File: config.mk
export PLATFORM = sky130hd
export DESIGN_NAME = energy_voice_activity_detector
export DESIGN_NICKNAME = d
export VERILOG_FILES = /design/src/design/evad_pkg.sv /design/src/design/evad_decide.sv /design/src/design/energy_voice_activity_detector.sv
export SDC_FILE = /design/constraint.sdc
export NUM_CORES = 1
export LEC_CHECK = 0
export BUFFER_PORTS_ARGS = -buffer_cell sky130_fd_sc_hd__buf_4
export CAP_MARGIN = 20
export CORE_MARGIN = 3
export CORE_UTILIZATION = 45
export CTS_CLUSTER_DIAMETER = 30
export DETAILED_ROUTE_END_ITERATION = 7
export PLACE_DENSITY = 0.59
export SKIP_CTS_REPAIR_TIMING = 1
export SLEW_MARGIN = 20
export SYNTH_ARGS = -nofsm -noshare
export SYNTH_HDL_FRONTEND = slang
export SYNTH_HIERARCHICAL = 1
export SYNTH_SLANG_ARGS = --single-unit
File: constraint.sdc
create_clock -name clk -period 10.42 [get_ports clk]
set_input_delay 0 -clock clk [delete_from_list [all_inputs] [get_ports clk]]
set_output_delay 0 -clock clk [all_outputs]
set_load 0.005 [all_outputs]
File: src/design/evad_pkg.sv
// Shared types and constants for the energy voice activity detector.
`timescale 1ns / 1ps

package evad_pkg;

  localparam int unsigned LevelWidth = 16;
  localparam int unsigned TimeWidth  = 32;
  localparam int unsigned CfgIdxWidth  = 2;
  localparam int unsigned CfgDataWidth = 32;

  typedef enum logic [CfgIdxWidth-1:0] {
    REG_ONSET_THRESHOLD   = 2'd0,
    REG_RELEASE_THRESHOLD = 2'd1,
    REG_MIN_ONSET_TICKS   = 2'd2,
    REG_HANGOVER_TICKS    = 2'd3
  } reg_index_t;

  typedef enum logic {
    KIND_ONSET = 1'b0,
    KIND_END   = 1'b1
  } event_kind_t;

  typedef struct packed {
    logic [LevelWidth-1:0] onset_threshold;
    logic [LevelWidth-1:0] release_threshold;
    logic [TimeWidth-1:0]  min_onset_ticks;
    logic [TimeWidth-1:0]  hangover_ticks;
  } cfg_t;

  typedef struct packed {
    logic                 speaking;
    logic                 onset_armed;
    logic                 hangover_running;
    logic [TimeWidth-1:0] onset_start_time;
    logic [TimeWidth-1:0] quiet_start_time;
  } vad_state_t;

  typedef struct packed {
    logic        fire;
    event_kind_t kind;
  } decision_t;

endpackage

File: src/design/evad_decide.sv
// Per-frame decision: next detector state and boundary event.
`timescale 1ns / 1ps

module evad_decide (
  input  evad_pkg::cfg_t                       cfg,
  input  evad_pkg::vad_state_t                 state,
  input  logic [evad_pkg::LevelWidth-1:0]      level,
  input  logic [evad_pkg::TimeWidth-1:0]       timestamp,
  output evad_pkg::vad_state_t                 state_next,
  output evad_pkg::decision_t                  decision
);

  logic                           loud_onset;
  logic                           loud_release;
  logic [evad_pkg::TimeWidth-1:0] quiet_start;
  logic [evad_pkg::TimeWidth-1:0] onset_elapsed;
  logic [evad_pkg::TimeWidth-1:0] quiet_elapsed;

  assign loud_onset    = (level >= cfg.onset_threshold);
  assign loud_release  = (level >= cfg.release_threshold);
  // hangover is timed from the first quiet frame, which may be this one
  assign quiet_start   = state.hangover_running ? state.quiet_start_time : timestamp;
  assign onset_elapsed = timestamp - state.onset_start_time;
  assign quiet_elapsed = timestamp - quiet_start;

  always_comb begin
    state_next    = state;
    decision.fire = 1'b0;
    decision.kind = evad_pkg::KIND_ONSET;
    if (!state.speaking) begin
      if (loud_onset) begin
        if (!state.onset_armed) begin
          state_next.onset_armed      = 1'b1;
          state_next.onset_start_time = timestamp;
        end else if (onset_elapsed >= cfg.min_onset_ticks) begin
          state_next.speaking         = 1'b1;
          state_next.onset_armed      = 1'b0;
          state_next.hangover_running = 1'b0;
          decision.fire               = 1'b1;
          decision.kind               = evad_pkg::KIND_ONSET;
        end
      end else begin
        state_next.onset_armed = 1'b0;
      end
    end else if (loud_release) begin
      state_next.hangover_running = 1'b0;
    end else begin
      state_next.hangover_running = 1'b1;
      state_next.quiet_start_time = quiet_start;
      if (quiet_elapsed >= cfg.hangover_ticks) begin
        state_next.speaking         = 1'b0;
        state_next.onset_armed      = 1'b0;
        state_next.hangover_running = 1'b0;
        decision.fire               = 1'b1;
        decision.kind               = evad_pkg::KIND_END;
      end
    end
  end

endmodule

File: src/design/energy_voice_activity_detector.sv
// Path from input transfer to result valid: input register, then result register.
// Throughput: one frame per cycle; a frame that fires stalls only while the result waits.
// The detector state updates as each frame leaves the input register.
// Reset (rst, synchronous): silent, no candidate, no hangover, all thresholds and
// durations zero, both pipeline registers empty.
`timescale 1ns / 1ps

module energy_voice_activity_detector (
  input  logic                                clk,
  input  logic                                rst,
  input  logic                                cfg_valid,
  output logic                                cfg_ready,
  input  logic [evad_pkg::CfgIdxWidth-1:0]    cfg_index,
  input  logic [evad_pkg::CfgDataWidth-1:0]   cfg_data,
  input  logic                                in_valid,
  output logic                                in_ready,
  input  logic [evad_pkg::LevelWidth-1:0]     level,
  input  logic [evad_pkg::TimeWidth-1:0]      timestamp,
  output logic                                out_valid,
  input  logic                                out_ready,
  output logic                                event_kind,
  output logic [evad_pkg::TimeWidth-1:0]      event_time,
  output logic [evad_pkg::LevelWidth-1:0]     event_level
);

  evad_pkg::cfg_t                 cfg;
  evad_pkg::vad_state_t           state;
  evad_pkg::vad_state_t           state_next;
  evad_pkg::decision_t            decision;

  logic                           frame_valid;
  logic [evad_pkg::LevelWidth-1:0] frame_level;
  logic [evad_pkg::TimeWidth-1:0]  frame_time;
  logic                           frame_advance;
  logic                           result_load;

  assign cfg_ready = 1'b1;

  always_ff @(posedge clk) begin
    if (rst) begin
      cfg <= '0;
    end else if (cfg_valid && cfg_ready) begin
      unique case (evad_pkg::reg_index_t'(cfg_index))
        evad_pkg::REG_ONSET_THRESHOLD:
          cfg.onset_threshold <= cfg_data[evad_pkg::LevelWidth-1:0];
        evad_pkg::REG_RELEASE_THRESHOLD:
          cfg.release_threshold <= cfg_data[evad_pkg::LevelWidth-1:0];
        evad_pkg::REG_MIN_ONSET_TICKS:
          cfg.min_onset_ticks <= cfg_data[evad_pkg::TimeWidth-1:0];
        evad_pkg::REG_HANGOVER_TICKS:
          cfg.hangover_ticks <= cfg_data[evad_pkg::TimeWidth-1:0];
        default: ;
      endcase
    end
  end

  evad_decide u_decide (
    .cfg        (cfg),
    .state      (state),
    .level      (frame_level),
    .timestamp  (frame_time),
    .state_next (state_next),
    .decision   (decision)
  );

  // a frame without an event never waits on the result register
  assign frame_advance = frame_valid && (!decision.fire || !out_valid || out_ready);
  assign result_load   = frame_advance && decision.fire;
  assign in_ready      = !frame_valid || frame_advance;

  always_ff @(posedge clk) begin
    if (rst) begin
      frame_valid <= 1'b0;
    end else if (in_ready) begin
      frame_valid <= in_valid;
    end
  end

  always_ff @(posedge clk) begin
    if (in_valid && in_ready) begin
      frame_level <= level;
      frame_time  <= timestamp;
    end
  end

  always_ff @(posedge clk) begin
    if (rst) begin
      state <= '0;
    end else if (frame_advance) begin
      state <= state_next;
    end
  end

  always_ff @(posedge clk) begin
    if (rst) begin
      out_valid <= 1'b0;
    end else if (result_load) begin
      out_valid <= 1'b1;
    end else if (out_ready) begin
      out_valid <= 1'b0;
    end
  end

  always_ff @(posedge clk) begin
    if (result_load) begin
      event_kind  <= decision.kind;
      event_time  <= frame_time;
      event_level <= frame_level;
    end
  end

  // speech is only entered through an onset event
  a_onset_event: assert property (@(posedge clk) disable iff (rst)
    $rose(state.speaking) |-> $past(result_load && decision.kind == evad_pkg::KIND_ONSET))
    else $error("speaking set without onset event");

  a_silent_no_hangover: assert property (@(posedge clk) disable iff (rst)
    !state.speaking |-> !state.hangover_running)
    else $error("hangover running while silent");

  a_speaking_no_candidate: assert property (@(posedge clk) disable iff (rst)
    state.speaking |-> !state.onset_armed)
    else $error("onset candidate armed during speech");

  a_no_overwrite: assert property (@(posedge clk) disable iff (rst)
    (out_valid && !out_ready) |-> !result_load)
    else $error("pending result overwritten");

endmodule

# After elaboration in Yosys (flattened, before gate mapping)
# Index checks and enable logic that the tools add are counted.
# Widths: inputs -> output; s select.
# totals
out_inout_bits,52
reg_bits,262
word_cells,73
inputBits,87
# classes
reduce_logical,22
n_eq_ne,5
order_cmp,4
bitwise_logic,3
mux,21
add_sub_neg,2
# ops
cell,count
$ge 32x32->1,2
$mux 32,2
$sub 32x32->32,2
$mux 33,1
$ge 16x16->1,2
$mux 2,7
$mux 3,3
$mux 1,8
$reduce_and 2->1,4
$reduce_and 4->1,2
$reduce_bool 2->1,4
$reduce_and 3->1,2
$eq 2x2->1 const B,2
$logic_and 1x1->1,3
$logic_not 1->1,3
$logic_or 1x1->1,3
$not 1->1,3
$eq 2x1->1 const B,1
$logic_not 2->1,1
$ne 2x1->1 const B,1
$ne 2x2->1 const B,1

# Logic depth before layout (Yosys ltp)
# depth
word_depth,12
depth_mapped,28
depth_no_buf,24

# By module
# The synthesis kept the hierarchy.
# modules_own_cells
mod,n_inst,area_per_inst_um2,cells_each
energy_voice_activity_detector,1,9346.5,824
evad_decide,1,6755.2,936

# Least setup slack after synthesis
# OpenSTA, ideal clock, no wires.
# synth_timing
path_type,register to register
from,"register, netlist name state[64]"
to,"register frame_level[0] in the netlist's numbering, enable pin"
path_buffers,2
path_stages_with_launch,22
required_time_ns,9.938
arrival_ns,7.633
setup_time_ns,0.482
slack_ns,2.304
path_cell_list,dfxtp_1 clkbuf_1 clkbuf_1 mux2i_1 ha_1 a21o_1 or3_1 o2111ai_1 a21oi_1 o21ai_1 o21ai_0 a311oi_1 xnor2_1 ha_1 a21o_1 a21o_1 a21oi_1 o21ai_0 a2111oi_0 a31o_2 o22ai_1 a31oi_1
# synth_rtl
item,line_no,rtl
to (signal assigned),energy_voice_activity_detector.sv:81,frame_level <= level;
to (decl),energy_voice_activity_detector.sv:32,logic [evad_pkg::LevelWidth-1:0] frame_level;

==> flow_results.org <==
** Run status
- Outcome :: completed

** Routing
- The routed design uses 2290 µm of met3 wire.
- After detailed routing, the average wire length per cell comes to 17.1 µm.
- After detailed routing, the wire length on met1 is 20400 µm.
- DRC :: 0
- Signal routing reaches up to met4.
- Iteration-0 DRC count of the detailed router :: 827
- Met2 WL :: 19500 µm
- The routed design has 42900 µm of wire.
- Vias per cell :: 5.23
- The detail route stage leaves a number of antenna-violating nets equal to 0.
- Routed via count :: 13100
- Number of detailed-routing iterations run before antenna repair :: 5

** Yosys
- Largest cells by area after synthesis :: sky130_fd_sc_hd__dfxtp_1 21%, sky130_fd_sc_hd__edfxtp_1 18%, sky130_fd_sc_hd__ha_1 12%, sky130_fd_sc_hd__mux2i_1 6.1%, sky130_fd_sc_hd__nand2_1 6.0%
- Summed over all instances, the cell type with the most area after synthesis is sky130_fd_sc_hd__dfxtp_1.
- Distinct cell type count of the synthesized netlist :: 74
- Count of yosys warnings during synthesis :: 6
- Synthesized net count :: 2008
- Averaged over all synthesized cells, the footprint is 9.15 µm².
- Among all flip-flop cells after synthesis, the most frequent one is sky130_fd_sc_hd__dfxtp_1.
- Proportion of netlist area held by the largest area contributor :: 20.5%
- The mapped netlist covers 16100 µm².
- The synthesized design contains 262 register bits.
- The synthesized design contains 97 enable-type register cells.
- For this run, asynchronously set or reset flops after synthesis account for 0%.
- Gate Count Post-Synth :: 1760
- Proportion of synthesized chip area in sequential cells :: 38.6%

** Setup path
- Critical Path Start :: state[64]
- The worst setup path is launched from a flip-flop.
- Following the worst setup path forward leads to its endpoint at state[19].
- Along the worst path, the maximum fanout reaches 35.
- In this run the critical register-to-register path is captured at state[19].
- Measured in cells, the most critical reg-to-reg path has a length of 23.
- R2r setup slk :: 2840 ps
- At the worst endpoint, the required time is 10910 ps.
- Worst setup path class :: reg2reg
- Worst Path Arrival :: 8060 ps
- STA classifies the critical path endpoint as a flip-flop.
- Reg-to-Reg Start :: state[64]

** Floorplanning
- CORE AREA :: 34900 µm²
- Die area :: 38100 µm²
- For this design the top-level I/O count stands at 139.
- Die outline width :: 195 µm
- Starting Density :: 46.2%
- In this run the vertical extent of the chip is 195 µm.
- Row generation in the floorplan step produced 68 rows.

** GRT
- Vias in the first global route :: 12600
- Global routing consumed, over all layers together, 21.9% of the routing resources.
- Entering global routing, the biggest net connects 126 pins.
- The number of antenna violations at the first check in global routing was 1.
- For this run the aggregate overflow at the end of global routing stands at 0.
- Wire length of the first global-routing pass :: 67400 µm

** Power and ir drop
- The clock network burns 54.6% of the power.
- Net switching is 27.6% of the power.
- Power spread over the standard cell area amounts to 202 nW/µm².
- Summed over all nets, the switching power comes to 0.00116 W.
- Leakage power summed over all cells :: 8.16 nW
- IR analysis of the VDD net gives a maximum drop of 0.164 mV.
- Combinational logic burns 18.2% of the power.
- Power share of the sequential group :: 27.3%
- Cell internal power was estimated by the tool at 0.00305 W.

** Min path
- Hold Crit Depth :: 2
- Kind of path behind the tightest hold check :: in2reg

** Placement
- Post-Place Cells :: 2288
- At the end of routability-driven placement, the weighted congestion stood at 0.863.
- In this run the cell area measured after placement is 17400 µm².
- DPL Wire Length :: 29200 µm
- Quantity of I/O buffers inserted on ports :: 137

** Timing
- Hold Fails Final Rpt :: 0
- Minimum clock period after layout :: 7580 ps
- Summed over all failing endpoints, the final setup total negative slack is 0 ps.
- Ratio of final minimum period to clock period :: 72.7%
- For this run, the top clock speed supported by timing is 132 MHz.
- For the final database, setup skew stands at 26.3 ps.
- Measured against its own limit, the worst slew margin works out to 28.8%.
- RSZ-0062 raised after global routing :: false
- Max Transition Viols Final :: 0
- Pin slew with the least headroom to its limit :: 1070 ps
- Final setup viols :: 0

** Final layout
- Across the whole layout, storage elements account for 6220 µm².
- From synthesis to final layout, the design area changed by 29.8%.
- Cells with a size suffix above 1 make up 16.1% of the layout.
- For this run, the share of the core covered by cells in the final layout is 59.9%.
- After filler insertion, the fill cell instance count of the layout stands at 2988.
- Final instance count without filler cells :: 2513
- Post-layout nets :: 2243
- Final non-filler cell area :: 20900 µm²
- Footprint of the multi-input gates :: 9030 µm²

** Clock network
- Max clock buf depth :: 3
- Clock tree from TritonCTS :: yes
- Sinks on Clock Net :: 262
- Buffers inserted during clock tree synthesis total 74.
- Clock-pin slew was measured on the worst setup and hold paths at 40 ps.
- Root Driver :: sky130_fd_sc_hd__clkbuf_16
- H-tree levels :: 3
- The later pin in the worst-skew pair is clocked with a latency of 590 ps.

** Run
- Across the run, the number of max-cap violations was 0.
-- how the worst min path moves through the flow --
stage | start | to | slack [ps]
global placement | timestamp[28] | frame_time[28] | 180
global route | timestamp[30] | frame_time[30] | 120
finish | level[4] | frame_level[4] | 140
detailed placement | timestamp[31] | frame_time[31] | 180
CTS | level[4] | frame_level[4] | -440
floorplan | level[0] | frame_level[0] | 100
-- final cells by class --
type,instances,share of cell area (%)
clock buffers,87,9.44
inverters,141,2.53
well taps,455,2.72
clock inverters,51,2.90
multi-input cells,1282,43.2
flip-flops and latches,262,29.7
diodes,1,0.0120
repair buffers,234,9.43
-- sequential cells by signal (all words and copies together), names as in the netlist --
name         flops
cfg             96
event_kind       1
event_level     16
event_time      32
frame_level     16
frame_time      32
frame_valid      1
out_valid        1
state           67
-- cell usage after synthesis, types with 3 or more instances --
cell / number
sky130_fd_sc_hd__a221o_1: 3
sky130_fd_sc_hd__a21o_1: 60
sky130_fd_sc_hd__a221oi_1: 4
sky130_fd_sc_hd__nand2_1: 257
sky130_fd_sc_hd__o31ai_1: 4
sky130_fd_sc_hd__nand2b_1: 146
sky130_fd_sc_hd__xnor2_1: 39
sky130_fd_sc_hd__nor4_1: 3
sky130_fd_sc_hd__o21ai_0: 65
sky130_fd_sc_hd__a21oi_1: 164
sky130_fd_sc_hd__nand3b_1: 4
sky130_fd_sc_hd__xor2_1: 15
sky130_fd_sc_hd__o211ai_1: 8
sky130_fd_sc_hd__a2111oi_0: 3
sky130_fd_sc_hd__o21a_1: 11
sky130_fd_sc_hd__edfxtp_1: 97
sky130_fd_sc_hd__inv_1: 141
sky130_fd_sc_hd__and3_1: 7
sky130_fd_sc_hd__or3_1: 6
sky130_fd_sc_hd__buf_6: 5
sky130_fd_sc_hd__and2_1: 7
sky130_fd_sc_hd__a31oi_1: 6
sky130_fd_sc_hd__clkbuf_1: 38
sky130_fd_sc_hd__buf_2: 24
sky130_fd_sc_hd__mux2i_1: 98
sky130_fd_sc_hd__dfxtp_1: 165
sky130_fd_sc_hd__nor2b_1: 13
sky130_fd_sc_hd__mux2_2: 35
sky130_fd_sc_hd__ha_1: 159
sky130_fd_sc_hd__and4_1: 5
sky130_fd_sc_hd__a211o_1: 7
sky130_fd_sc_hd__o21bai_1: 7
sky130_fd_sc_hd__nand4_1: 14
sky130_fd_sc_hd__nand3_1: 17
sky130_fd_sc_hd__nor3_1: 13
sky130_fd_sc_hd__buf_4: 6
sky130_fd_sc_hd__a211oi_1: 9
sky130_fd_sc_hd__nor2_1: 44
-- per-stage QoR --
step           hold slack (ps)  total power [W]  setup WS, ps
2_1_floorplan             98.9          0.00169          2300
3_3_place_gp               178          0.00188          3160
3_5_place_dp               179          0.00190          2790
4_1_cts                   -437          0.00422          2810
5_1_grt                    120          0.00441          2290
6_report                   136          0.00421          2840
-- power groups by stage --
stage	combinational [W]	clock, W	sequential (W)
3_5_place_dp	0.000728	0	0.00117
3_3_place_gp	0.000718	0	0.00117
2_1_floorplan	0.000543	0	0.00115
4_1_cts	0.000735	0.00234	0.00115
5_1_grt	0.000861	0.00240	0.00115
6_report	0.000765	0.00230	0.00115
-- worst max-delay path: stages, from the launching register on --
cell and delay, ps:
sky130_fd_sc_hd__dfxtp_2 630, sky130_fd_sc_hd__buf_4 430, sky130_fd_sc_hd__mux2i_1 330, sky130_fd_sc_hd__ha_1 320, sky130_fd_sc_hd__a21o_1 220, sky130_fd_sc_hd__or3_1 330
sky130_fd_sc_hd__o2111ai_1 260, sky130_fd_sc_hd__a21oi_1 220, sky130_fd_sc_hd__o21ai_1 230, sky130_fd_sc_hd__o21ai_0 180, sky130_fd_sc_hd__a311oi_1 350, sky130_fd_sc_hd__xnor2_1 160
sky130_fd_sc_hd__ha_1 260, sky130_fd_sc_hd__a21o_1 160, sky130_fd_sc_hd__a21o_1 170, sky130_fd_sc_hd__a21oi_1 130, sky130_fd_sc_hd__o21ai_0 140, sky130_fd_sc_hd__a2111oi_0 670
sky130_fd_sc_hd__a31o_2 300, sky130_fd_sc_hd__o22ai_1 230, sky130_fd_sc_hd__a21boi_4 210, sky130_fd_sc_hd__buf_4 540, sky130_fd_sc_hd__buf_4 690, sky130_fd_sc_hd__mux2i_1 280
-- layout by cell type, fill, tap and decap left out, types with 14 or more instances in the layout --
| cell | netlist | routed |
|---|---|---|
| sky130_fd_sc_hd__xor2_1 | 15 | 15 |
| sky130_fd_sc_hd__nand2_1 | 257 | 256 |
| sky130_fd_sc_hd__inv_1 | 141 | 141 |
| sky130_fd_sc_hd__edfxtp_1 | 97 | 97 |
| sky130_fd_sc_hd__ha_1 | 159 | 159 |
| sky130_fd_sc_hd__nand4_1 | 14 | 14 |
| sky130_fd_sc_hd__dfxtp_1 | 165 | 164 |
| sky130_fd_sc_hd__dlygate4sd3_1 | 0 | 86 |
| sky130_fd_sc_hd__clkbuf_16 | 0 | 76 |
| sky130_fd_sc_hd__nand3_1 | 17 | 17 |
| sky130_fd_sc_hd__mux2_2 | 35 | 35 |
| sky130_fd_sc_hd__a21o_1 | 60 | 60 |
| sky130_fd_sc_hd__nand2b_1 | 146 | 146 |
| sky130_fd_sc_hd__buf_4 | 6 | 148 |
| sky130_fd_sc_hd__o21ai_0 | 65 | 65 |
| sky130_fd_sc_hd__mux2i_1 | 98 | 98 |
| sky130_fd_sc_hd__nor2_1 | 44 | 43 |
| sky130_fd_sc_hd__clkinv_2 | 0 | 18 |
| sky130_fd_sc_hd__a21oi_1 | 164 | 164 |
| sky130_fd_sc_hd__xnor2_1 | 39 | 39 |
-- kinds of logic (layout without fill, tap and decap cells) --
| logic type | Yosys count | after routing | synth area share, % |
|---|---|---|---|
| DFF | 262 | 262 | 38.6 |
| muxes | 133 | 133 | 8.54 |
| xor gates and xnor gates | 54 | 54 | 2.94 |
| adders and majority gates | 161 | 161 | 12.6 |
| buffers and inverters | 216 | 513 | 5.61 |
| AOI/OAI and AO/OA | 384 | 384 | 14.9 |
| other | 1 | 2 | 0.0233 |
| and+or+nand+nor | 549 | 549 | 16.7 |
-- routing by layer --
| metal | up-vias | GRT usage, % |
|---|---|---|
| li1 | 6632 | - |
| met1 | 6154 | 30.9 |
| met2 | 291 | 34.3 |
| met3 | 58 | 4.59 |
| met4 | 0 | 5.44 |
| met5 | - | 0 |
Power figures use the tool's default switching activity.
